--- src/rtl/core/sbgr_pkg.sv ---
// ----------------------------------------------------------------------------
// sbgr_pkg
// Shared widths, register indexes and controller command type for the
// stereo balance gain ramp block.
// ----------------------------------------------------------------------------
package sbgr_pkg;

    // Channel count limit and derived position width
    localparam int MAX_CHANNELS = 32;
    localparam int POS_W        = $clog2(MAX_CHANNELS);
    localparam int TOTAL_W      = 6;

    // Field widths
    localparam int SAMPLE_W  = 24;
    localparam int GAIN_W    = 24;
    localparam int BAL_W     = 17;
    localparam int COEFF_W   = 25;
    localparam int CFG_W     = 25;
    localparam int CFG_IDX_W = 2;

    // Fixed-point constants
    localparam logic [GAIN_W-1:0]  UNITY_GAIN = 24'd8388608;
    localparam logic [COEFF_W-1:0] COEFF_ONE  = 25'd16777216;
    localparam logic signed [BAL_W-1:0] BAL_MAX = 17'sd32768;
    localparam logic signed [BAL_W-1:0] BAL_MIN = -17'sd32768;

    // Configuration register indexes
    localparam logic [CFG_IDX_W-1:0] REG_BALANCE = 2'd0;
    localparam logic [CFG_IDX_W-1:0] REG_COEFF   = 2'd1;
    localparam logic [CFG_IDX_W-1:0] REG_CHANNELS = 2'd2;

    // Configuration reset values
    localparam logic [COEFF_W-1:0] COEFF_RESET    = 25'd6989;
    localparam logic [TOTAL_W-1:0] CHANNELS_RESET = 6'd2;

    // Commands from controller to datapath
    typedef struct packed {
        logic load;   // take a sample beat, ramp gains at frame start
        logic snap;   // set gains to targets, restart frame
        logic emit;   // load the output register with the scaled sample
    } sbgr_cmd_t;

endpackage

--- src/rtl/core/sbgr_ctrl.sv ---
// ----------------------------------------------------------------------------
// sbgr_ctrl
// Controller: takes input beats, sequences the multiply step and owns the
// output valid flag.
// ----------------------------------------------------------------------------
module sbgr_ctrl
    import sbgr_pkg::*;
(
    input  logic       aclk,
    input  logic       aresetn,
    input  logic       s_tvalid,
    output logic       s_tready,
    input  logic       s_kind,
    output logic       m_tvalid,
    input  logic       m_tready,
    output sbgr_cmd_t  cmd
);

    localparam logic ST_IDLE = 1'b0;
    localparam logic ST_MUL  = 1'b1;

    logic state_reg, state_next;
    logic m_tvalid_reg, m_tvalid_next;
    logic in_beat;
    logic out_free;

    assign s_tready = (state_reg == ST_IDLE);
    assign in_beat  = s_tvalid && s_tready;
    assign out_free = !m_tvalid_reg || m_tready;
    assign m_tvalid = m_tvalid_reg;

    // Decode commands and next state
    always_comb begin
        cmd        = '0;
        state_next = state_reg;
        case (state_reg)
            ST_IDLE: begin
                if (in_beat) begin
                    if (s_kind) begin
                        cmd.snap = 1'b1;
                    end else begin
                        cmd.load   = 1'b1;
                        state_next = ST_MUL;
                    end
                end
            end
            ST_MUL: begin
                if (out_free) begin
                    cmd.emit   = 1'b1;
                    state_next = ST_IDLE;
                end
            end
            default: begin
                state_next = ST_IDLE;
            end
        endcase
    end

    // Hold the result until the receiver takes it
    always_comb begin
        if (cmd.emit) begin
            m_tvalid_next = 1'b1;
        end else if (m_tready) begin
            m_tvalid_next = 1'b0;
        end else begin
            m_tvalid_next = m_tvalid_reg;
        end
    end

    always_ff @(posedge aclk) begin
        if (!aresetn) begin
            state_reg    <= ST_IDLE;
            m_tvalid_reg <= 1'b0;
        end else begin
            state_reg    <= state_next;
            m_tvalid_reg <= m_tvalid_next;
        end
    end

    // A sample beat always leads to the multiply step
    a_sample_to_mul: assert property (@(posedge aclk) disable iff (!aresetn)
        (in_beat && !s_kind) |=> (state_reg == ST_MUL))
        else $error("sample beat did not start multiply step");

    // A snap beat produces no result
    a_snap_no_result: assert property (@(posedge aclk) disable iff (!aresetn)
        (in_beat && s_kind) |=> (state_reg == ST_IDLE) && !$rose(m_tvalid_reg))
        else $error("snap beat produced a result");

    // A new result appears only after the multiply step
    a_result_from_mul: assert property (@(posedge aclk) disable iff (!aresetn)
        $rose(m_tvalid_reg) |-> ($past(state_reg) == ST_MUL))
        else $error("result raised outside multiply step");

    // Never overwrite a result the receiver has not taken
    a_no_overwrite: assert property (@(posedge aclk) disable iff (!aresetn)
        cmd.emit |-> (!m_tvalid_reg || m_tready))
        else $error("result overwritten while stalled");

endmodule

--- src/rtl/core/sbgr_dp.sv ---
// ----------------------------------------------------------------------------
// sbgr_dp
// Datapath: configuration registers, gain ramp, channel position and the
// sample-by-gain product with its output register.
// ----------------------------------------------------------------------------
module sbgr_dp
    import sbgr_pkg::*;
(
    input  logic                  aclk,
    input  logic                  aresetn,
    input  sbgr_cmd_t             cmd,
    input  logic                  cfg_wr_en,
    input  logic [CFG_IDX_W-1:0]  cfg_addr,
    input  logic [CFG_W-1:0]      cfg_wr_data,
    input  logic [SAMPLE_W-1:0]   in_sample,
    output logic [SAMPLE_W-1:0]   out_sample,
    output logic [POS_W-1:0]      channel_index,
    output logic                  frame_end
);

    logic signed [BAL_W-1:0]  balance_reg;
    logic [COEFF_W-1:0]       coeff_reg;
    logic [TOTAL_W-1:0]       total_reg;
    logic [GAIN_W-1:0]        gain_l_reg, gain_l_next;
    logic [GAIN_W-1:0]        gain_r_reg, gain_r_next;
    logic [POS_W-1:0]         pos_reg, pos_next;

    logic [SAMPLE_W-1:0]      sample_reg;
    logic [POS_W-1:0]         cur_pos_reg;
    logic                     cur_last_reg;
    logic [SAMPLE_W-1:0]      out_sample_reg;
    logic [POS_W-1:0]         out_pos_reg;
    logic                     out_last_reg;

    logic signed [BAL_W-1:0]  bal_clamped;
    logic [GAIN_W-1:0]        left_target;
    logic [GAIN_W-1:0]        right_target;
    logic [COEFF_W-1:0]       coeff_eff;
    logic [TOTAL_W-1:0]       total_eff;
    logic [POS_W-1:0]         pos_eff;
    logic                     pos_last;
    logic [GAIN_W-1:0]        left_ramped;
    logic [GAIN_W-1:0]        right_ramped;
    logic [GAIN_W-1:0]        sel_gain;
    logic signed [48:0]       prod;
    logic signed [48:0]       prod_shift;

    // One step of the one-pole ramp, floored
    function automatic logic [GAIN_W-1:0] ramp_step(
        input logic [GAIN_W-1:0]  gain,
        input logic [GAIN_W-1:0]  target,
        input logic [COEFF_W-1:0] c
    );
        logic signed [GAIN_W:0] diff;
        logic signed [50:0]     p;
        logic signed [50:0]     sum;
        diff = $signed({1'b0, target}) - $signed({1'b0, gain});
        p    = 51'(diff) * 51'($signed({1'b0, c}));
        sum  = $signed({27'd0, gain}) + (p >>> 24);
        return sum[GAIN_W-1:0];
    endfunction

    // Clamp balance and derive the two targets
    always_comb begin
        if (balance_reg > BAL_MAX) begin
            bal_clamped = BAL_MAX;
        end else if (balance_reg < BAL_MIN) begin
            bal_clamped = BAL_MIN;
        end else begin
            bal_clamped = balance_reg;
        end
        if (bal_clamped[BAL_W-1]) begin
            left_target  = UNITY_GAIN;
            right_target = UNITY_GAIN - {bal_clamped[15:0] ^ 16'hFFFF, 8'd0} - 24'd256;
        end else begin
            left_target  = UNITY_GAIN - {bal_clamped[15:0], 8'd0}
                           - {bal_clamped[16], 23'd0};
            right_target = UNITY_GAIN;
        end
    end

    // Clamp coefficient and channel count
    assign coeff_eff = (coeff_reg > COEFF_ONE) ? COEFF_ONE : coeff_reg;
    always_comb begin
        if (total_reg < TOTAL_W'(2)) begin
            total_eff = TOTAL_W'(2);
        end else if (total_reg > TOTAL_W'(MAX_CHANNELS)) begin
            total_eff = TOTAL_W'(MAX_CHANNELS);
        end else begin
            total_eff = total_reg;
        end
    end

    // Restart the frame when the position ran past a lowered count
    assign pos_eff  = ({1'b0, pos_reg} >= total_eff) ? '0 : pos_reg;
    assign pos_last = ({1'b0, pos_eff} == (total_eff - TOTAL_W'(1)));

    assign left_ramped  = ramp_step(gain_l_reg, left_target, coeff_eff);
    assign right_ramped = ramp_step(gain_r_reg, right_target, coeff_eff);

    // Update gains and position
    always_comb begin
        gain_l_next = gain_l_reg;
        gain_r_next = gain_r_reg;
        pos_next    = pos_reg;
        if (cmd.snap) begin
            gain_l_next = left_target;
            gain_r_next = right_target;
            pos_next    = '0;
        end else if (cmd.load) begin
            if (pos_eff == '0) begin
                gain_l_next = left_ramped;
                gain_r_next = right_ramped;
            end
            pos_next = pos_last ? '0 : pos_eff + POS_W'(1);
        end
    end

    always_ff @(posedge aclk) begin
        if (!aresetn) begin
            balance_reg <= '0;
            coeff_reg   <= COEFF_RESET;
            total_reg   <= CHANNELS_RESET;
            gain_l_reg  <= UNITY_GAIN;
            gain_r_reg  <= UNITY_GAIN;
            pos_reg     <= '0;
        end else begin
            if (cfg_wr_en) begin
                case (cfg_addr)
                    REG_BALANCE:  balance_reg <= $signed(cfg_wr_data[BAL_W-1:0]);
                    REG_COEFF:    coeff_reg   <= cfg_wr_data[COEFF_W-1:0];
                    REG_CHANNELS: total_reg   <= cfg_wr_data[TOTAL_W-1:0];
                    default: ;
                endcase
            end
            gain_l_reg <= gain_l_next;
            gain_r_reg <= gain_r_next;
            pos_reg    <= pos_next;
        end
    end

    // Capture the sample beat
    always_ff @(posedge aclk) begin
        if (cmd.load) begin
            sample_reg   <= in_sample;
            cur_pos_reg  <= pos_eff;
            cur_last_reg <= pos_last;
        end
    end

    // Scale by the channel gain, floored
    assign sel_gain   = cur_pos_reg[0] ? gain_r_reg : gain_l_reg;
    assign prod       = 49'($signed(sample_reg)) * 49'($signed({1'b0, sel_gain}));
    assign prod_shift = prod >>> 23;

    always_ff @(posedge aclk) begin
        if (cmd.emit) begin
            out_sample_reg <= prod_shift[SAMPLE_W-1:0];
            out_pos_reg    <= cur_pos_reg;
            out_last_reg   <= cur_last_reg;
        end
    end

    assign out_sample    = out_sample_reg;
    assign channel_index = out_pos_reg;
    assign frame_end     = out_last_reg;

endmodule

--- src/rtl/core/stereo_balance_gain_ramp.sv ---
// ----------------------------------------------------------------------------
// stereo_balance_gain_ramp
// Stereo balance with one-pole smoothed left and right gains.
//
// Input beats carry one interleaved Q1.23 sample in s_tdata; s_tuser set
// marks a snap beat, which sets both gains to their balance targets,
// restarts the frame at channel 0 and produces no output beat.
// Each sample beat produces one output beat: the sample scaled by the left
// gain (even channels) or right gain (odd channels), with its channel
// position in m_tuser and m_tlast on the last channel of a frame. The gains
// ramp one step toward their targets at the first channel of every frame.
// A sample beat is captured, and the gains ramped, in the idle state; the
// multiply state then loads the scaled sample into the output register
// and raises m_tvalid. One input beat is in work at a time. When the
// receiver stalls, the result stays in the output register and the
// multiply step waits, so input stalls one beat later.
// Reset clears the gains to unity, the frame position to 0 and the
// configuration registers to their defaults. Write configuration only while
// the block is idle.
// ----------------------------------------------------------------------------
module stereo_balance_gain_ramp
    import sbgr_pkg::*;
(
    input  logic                  aclk,
    input  logic                  aresetn,
    // Configuration write port
    input  logic                  cfg_wr_en,
    input  logic [CFG_IDX_W-1:0]  cfg_addr,
    input  logic [CFG_W-1:0]      cfg_wr_data,
    // Input stream
    input  logic                  s_tvalid,
    output logic                  s_tready,
    input  logic [23:0]           s_tdata,    // [23:0] in_sample
    input  logic                  s_tuser,    // [0] kind
    // Output stream
    output logic                  m_tvalid,
    input  logic                  m_tready,
    output logic [23:0]           m_tdata,    // [23:0] out_sample
    output logic [POS_W-1:0]      m_tuser,    // [4:0] channel_index
    output logic                  m_tlast     // frame_end
);

    sbgr_cmd_t cmd;

    sbgr_ctrl u_ctrl (
        .aclk     (aclk),
        .aresetn  (aresetn),
        .s_tvalid (s_tvalid),
        .s_tready (s_tready),
        .s_kind   (s_tuser),
        .m_tvalid (m_tvalid),
        .m_tready (m_tready),
        .cmd      (cmd)
    );

    sbgr_dp u_dp (
        .aclk          (aclk),
        .aresetn       (aresetn),
        .cmd           (cmd),
        .cfg_wr_en     (cfg_wr_en),
        .cfg_addr      (cfg_addr),
        .cfg_wr_data   (cfg_wr_data),
        .in_sample     (s_tdata),
        .out_sample    (m_tdata),
        .channel_index (m_tuser),
        .frame_end     (m_tlast)
    );

endmodule
--- config.mk ---
export PLATFORM = sky130hd
export DESIGN_NAME = stereo_balance_gain_ramp
export DESIGN_NICKNAME = d
export VERILOG_FILES = /design/src/rtl/core/sbgr_pkg.sv /design/src/rtl/core/sbgr_ctrl.sv /design/src/rtl/core/sbgr_dp.sv /design/src/rtl/core/stereo_balance_gain_ramp.sv
export SDC_FILE = /design/constraint.sdc
export NUM_CORES = 2
export LEC_CHECK = 0
export BUFFER_PORTS_ARGS = -buffer_cell sky130_fd_sc_hd__buf_2
export CORE_UTILIZATION = 38
export CTS_BUF_LIST = sky130_fd_sc_hd__clkbuf_16
export DETAILED_ROUTE_END_ITERATION = 6
export PLACE_DENSITY = 0.53
export SYNTH_ARGS = -nofsm -noshare
export SYNTH_HDL_FRONTEND = slang
export SYNTH_SLANG_ARGS = --single-unit
--- constraint.sdc ---
create_clock -name aclk -period 23 [get_ports aclk]
set_input_delay 1.15 -clock aclk [delete_from_list [all_inputs] [get_ports aclk]]
set_output_delay 1.15 -clock aclk [all_outputs]
set_load 0.05 [all_outputs]
Yosys cells after proc, flatten, opt, wreduce, memory -nomap -nowiden

Cells that the tools add are included.

Magnitude comparators: 6
Equal/unequal tests: 3
Bitwise operators: 3
Muxes and demuxes: 27
Add/subtract/negate cells: 10
Reductions and logical operators: 13
Multiply operators: 3

Operators with widths:

| cell                   | number |
|---|---|
| $mux 24                | 9 |
| $mul 25x26->48         | 2 |
| $sub 24x24->25         | 2 |
| $add 24x24->24         | 2 |
| $sub 24x24->24 const A | 2 |
| $mul 24x25->47         | 1 |
| $mux 17                | 2 |
| $gt 25x25->1 const B   | 1 |
| $mux 25                | 1 |
| $sub 24x24->24         | 1 |
| $sub 24x9->24 const B  | 1 |
| $gt 17x17->1 const B   | 1 |
| $lt 17x16->1 const B   | 1 |
| $not 16->16            | 1 |
| $mux 6                 | 2 |
| $mux 5                 | 2 |
| $mux 1                 | 8 |
| $reduce_and 2->1       | 4 |
| $eq 5x6->1             | 1 |
| $ge 5x6->1             | 1 |
| $gt 6x6->1 const B     | 1 |
| $lt 6x2->1 const B     | 1 |
| $reduce_bool 2->1      | 3 |
| $sub 6x1->6 const B    | 1 |
| other kinds (12)       | 14 |

Flip-flop bits (word level): 163
Input bits: 57
Word-level logic and storage cells: 79

Logic depth before layout (Yosys ltp)

Depth after elaboration: 13
Depth in mapped cells: 60
Mapped depth without buffers: 59

Modules after synthesis

A second synthesis with hierarchy kept.

Cells, all modules: 7838
Area total of the unflattened synthesis: 67931.4 um^2

By module, submodules not included:

| module    | seq. area each (um^2) | instances | area an instance (um^2) | cells each |
|---|---|---|---|---|
| sbgr_dp   | 3823.7                | 1         | 67822.5                 | 7827 |
| sbgr_ctrl | 40.0                  | 1         | 108.9                   | 11 |

Worst setup path after synthesis

No wires, ideal clock.

Kind: flip-flop to flip-flop
Start point: register u_dp.balance_reg[3]
End point: register u_dp.gain_r_reg[23]
Buffers on the path: 2
Data required time: 22905 ps
Library setup time: 95 ps
Arrival time: 12201 ps
Cell stages (with the launch flop): 57
Clock period less this slack: 12296 ps
Path slack: 10704 ps
Cells stage by stage: dfxtp_1 > nor4_1 > a41o_1 > o21a_1 > clkbuf_1 > nand2_1 > ha_1 > o21ai_0 > nand2_1 > nand2_1 > nand2_1 > a21boi_0 > xnor2_1 > and2_1 > ha_1 > or2_2 > a21oi_1 > a31oi_1 > [... 21 more ...] > a221o_1 > a211o_1 > a21oi_2 > nor2_1 > nor2_1 > xnor2_1 > ha_1 > nand2_1 > o21ai_0 > nor3_1 > a211oi_1 > a21o_1 > mux2i_1 > a21oi_1 > xnor2_1 > xor2_1 > xnor2_1 > o311ai_1

Word-level cells in the longest chain between the ends: 13
Elaborated cells between the ends (all ways): 14
Those cells by class: add/sub (4); mul (1); order compare (2); mux (6); bitwise (1)

Ends and longest elaborated chain:

| element                  | RTL line       | text |
|---|---|---|
| start: declaration       | sbgr_dp.sv:21  | `logic signed [BAL_W-1:0] balance_reg;` |
| start signal: assignment | sbgr_dp.sv:130 | `REG_BALANCE: balance_reg <= $signed(cfg_wr_data[BAL_W-1:0]);` |
| $lt 17x16->1             | sbgr_dp.sv:67  | `end else if (balance_reg < BAL_MIN) begin` |
| $mux 17                  | sbgr_dp.sv:67  |  |
| $mux 17 *                | sbgr_dp.sv:65  | `if (balance_reg > BAL_MAX) begin` |
| $not 16->16 (no line)    | n/a            |  |
| $sub 24x24->24           | sbgr_dp.sv:74  | `right_target = UNITY_GAIN - {bal_clamped[15:0] ^ 16'hFFFF, 8'd0} - 24'd256;` |
| $sub 24x9->24            | sbgr_dp.sv:74  |  |
| $mux 24 *                | sbgr_dp.sv:72  | `if (bal_clamped[BAL_W-1]) begin` |
| $sub 24x24->25           | sbgr_dp.sv:57  | `diff = $signed({1'b0, target}) - $signed({1'b0, gain});` |
| $mul 25x26->48           | sbgr_dp.sv:58  | `p = 51'(diff) * 51'($signed({1'b0, c}));` |
| $add 24x24->24           | sbgr_dp.sv:59  | `sum = $signed({27'd0, gain}) + (p >>> 24);` |
| $mux 24                  | sbgr_dp.sv:111 | `if (pos_eff == '0) begin` |
| $mux 24                  | sbgr_dp.sv:110 | `end else if (cmd.load) begin` |
| $mux 24 *                | sbgr_dp.sv:106 | `if (cmd.snap) begin` |
| end signal: assignment   | sbgr_dp.sv:137 | `gain_r_reg <= gain_r_next;` |
| end: declaration         | sbgr_dp.sv:25  | `logic [GAIN_W-1:0] gain_r_reg, gain_r_next;` |

Mark *: on every way between the ends. The rest lies on a longest branch, timed or not. The select of a mux whose other input is x is not followed.
A chain may end at the register's enable or synchronous reset.

Worst setup path after layout

Start point: register u_dp.balance_reg[7]
End point: register u_dp.gain_r_reg[23]

The elaborated chain is that of the path after synthesis.

==> results.ini <==
[grt]
grt_pass1_vias = 56000
track_usage = 0.249
grt_max_degree = 84
antenna_found_initial = 8
gr-total-overflow = 0
grt_pass1_wl_um = 339000

[setup_path]
crit_path_max_incr_delay_ps = 610
critPathRequiredTime_ps = 23400
r2r_slack_ps = 8760
critPathKind = register to register
worstPathArrival_ps = 14630
start_kind = register
end_kind = register
cp_common_cell = fa_1
slowest_stage = fa_1
critPathMaxFanout = 25

[clock_tree]
clk_pin_slew_ps = 90
htree_levels = 4
post_cts_resized = 0
clk_latency_ps = 490
cts.path.max_buffers = 2
cts.sinks = 163
cts_root_buffer = clkbuf_16
hold_buffers = 0
cts_setup_buffers = 0
cts_buffers = 17
cts_tree = yes

[placed_design]
dpl.hpwl_um = 175000
portBuffers = 88
gp_congestion = 0.945

[logic_synthesis]
synth_cells = 7831
yosys_register_bits = 163
ys_dominant_reg_cell = dfxtp_1
synth.avg_cell_area_um2 = 8.69
synth.distinct_cells = 87
ys_warn_count = 0
netlist_area_um2 = 68000
async_reset_ff_frac = 0
synth_edf_count = 60
syn_nets = 10100
synth-seq-area-share = 0.0568

[finish]
drive_gt1_frac = 0.0536
syn_to_final_growth_pct = 6.43
seq_area_um2 = 3860
fillers = 18000
final_nets = 10000
multi_input_comb_area_um2 = 56700
largest_reg_flops = 25

[sta]
skew_ps = 16.3
fmax_ghz = 0.0702
relSlewSlack = 0.128
fin_crit_ps = 14240
totalNegativeSetupSlack_ps = 0
setup_viol = 0
fin_crit_sh = 0.619
final_max_slew_viol_count = 0
rsz0062_at_grt = false
finalHoldViolCount = 0
worstMarginPinSlew_ps = 1310

[floorplanning]
fp-row-count = 154
initial_core_util = 0.385
num_io_pins = 89
die_w_um = 425
fp.dieArea_um2 = 181000
coreArea_um2 = 177000
die_h_um = 425

[drt]
drc = 0
drtPass1Iterations = 6
drt_iter0_markers = 3395
finalWirelength_um = 220000
via_per_inst = 5.19
wl_per_cell_um = 21.8
ant_nets = 0
via_count = 52400

[flow_run]
drv_cap = 0

[worst_hold_path]
min_path_type = register to register

[status]
status = finished, final reports clean

## path summary, 6_finish.rpt
kind / from / end / cells after the start
setup / recovery: u_dp.balance_reg[7]$_SDFFE_PN0P_ / u_dp.gain_r_reg[23]$_SDFFE_PN1P_ / 56
hold / removal: u_dp.cur_pos_reg[1]$_DFFE_PP_ / u_dp.channel_index[1]$_DFFE_PP_ / 0
setup reg to reg: u_dp.balance_reg[7]$_SDFFE_PN0P_ / u_dp.gain_r_reg[23]$_SDFFE_PN1P_ / 56
hold reg to reg: u_dp.cur_pos_reg[1]$_DFFE_PP_ / u_dp.channel_index[1]$_DFFE_PP_ / 0
## Yosys cell counts (14+ instances only)
cell type,number,share of area
and2_1,247,0.023
a21boi_0,50,0.0055
nand3_1,51,0.0038
inv_1,1751,0.097
edfxtp_1,60,0.026
nand2b_1,23,0.0021
nor2b_1,64,0.0059
o21bai_1,26,0.0029
nor4_1,22,0.0020
o21ai_0,103,0.0076
a21o_1,55,0.0061
nand2_1,1444,0.080
and3_1,56,0.0051
clkbuf_1,365,0.020
a21oi_1,149,0.011
xor2_1,58,0.0075
a211oi_1,23,0.0025
ha_1,691,0.13
o211a_1,27,0.0040
nor3_1,51,0.0038
or2_2,27,0.0025
a31oi_1,14,0.0013
o21a_1,25,0.0028
nand4_1,22,0.0020
dfxtp_1,103,0.030
fa_1,1533,0.45
nor2_1,472,0.026
xnor2_1,134,0.017
o211ai_1,33,0.0036
## final cells by class
cell class	instances	share of cell area
clock inverter	15	0.00271
tap	2340	0.0404
multi-input combinational	5548	0.782
timing repair buffer	263	0.0242
inverter	1752	0.0908
antenna	2	0.0000691
clock buffer	17	0.00588
sequential	163	0.0534
## cell families (layout without fill, tap and decap cells)
kind of cell / Yosys count / after routing / share of synthesized area
fa+ha+maj: 2224 / 2224 / 0.578
buf+inv: 2120 / 2047 / 0.117
flops: 163 / 163 / 0.0568
other cells: 0 / 2 / 0
mux: 17 / 17 / 0.00261
xor+xnor: 194 / 194 / 0.0254
compound gates: 592 / 592 / 0.0595
simple gates: 2521 / 2521 / 0.160
## layer usage
layer / part of all wire / GRT usage / vias up
met5: 0 / 0 / -
met4: 0.045 / 0.0951 / 0
met3: 0.053 / 0.0287 / 340
met2: 0.48 / 0.424 / 1504
met1: 0.42 / 0.323 / 27400
li1: - / - / 23100
## worst max-delay path: cells and delay by family, from the launching register on
kind | cells | cell delay (ps)
AO/OA/AOI/OAI | 20 | 5340
XOR/XNOR | 6 | 760
adder cells (fa/ha/maj) | 11 | 4770
buffers and inverters | 5 | 610
flip-flops | 1 | 330
multiplexers | 1 | 180
AND/OR/NAND/NOR | 13 | 2120
## metrics by stage
step / hold slack [ps] / instance area, um^2 / cells / setup slack [ps] / utilization
after CTS: 435 / 72400 / 10100 / 8760 / 0.409
after global placement: 420 / 71800 / 10100 / 8880 / 0.406
final: 431 / 72400 / 10100 / 8760 / 0.409
after floorplan: 400 / 68000 / 7831 / 10700 / -
after detailed placement: 414 / 71800 / 10100 / 8800 / 0.406
after global routing: 447 / 72400 / 10100 / 7530 / 0.409
## placed cells by master, fill, tap and decap left out, types with 7 or more instances in the layout
cell / synthesis / layout
or3_1: 10 / 10
inv_1: 1751 / 1751
ha_1: 691 / 691
or2_2: 27 / 27
nand2_1: 1444 / 1443
o21ai_0: 103 / 86
a21boi_0: 50 / 50
nand3_1: 51 / 51
a211o_1: 8 / 8
fa_1: 1533 / 1533
edfxtp_1: 60 / 60
buf_2: 2 / 88
and3_1: 56 / 56
a31oi_1: 14 / 14
dfxtp_1: 103 / 102
clkbuf_16: 0 / 17
o31ai_1: 8 / 8
nor4_1: 22 / 22
o21ai_2: 1 / 15
o211ai_1: 33 / 33
o21bai_1: 26 / 26
a211oi_1: 23 / 23
nor2b_4: 0 / 8
a21o_1: 55 / 55
nor3_1: 51 / 49
xnor2_2: 1 / 16
o211a_1: 27 / 27
o21a_1: 25 / 25
nand2b_1: 23 / 23
a21oi_1: 149 / 148
buf_4: 0 / 175
xor2_2: 0 / 7
nor2b_1: 64 / 55
mux2i_1: 11 / 10
nand4_1: 22 / 22
xor2_1: 58 / 48
nor2_1: 472 / 471
and2_1: 247 / 247
xnor2_1: 134 / 117
Power is not shown: default switching activity piles up to over one toggle a cycle in this logic, so the estimate is an artifact.
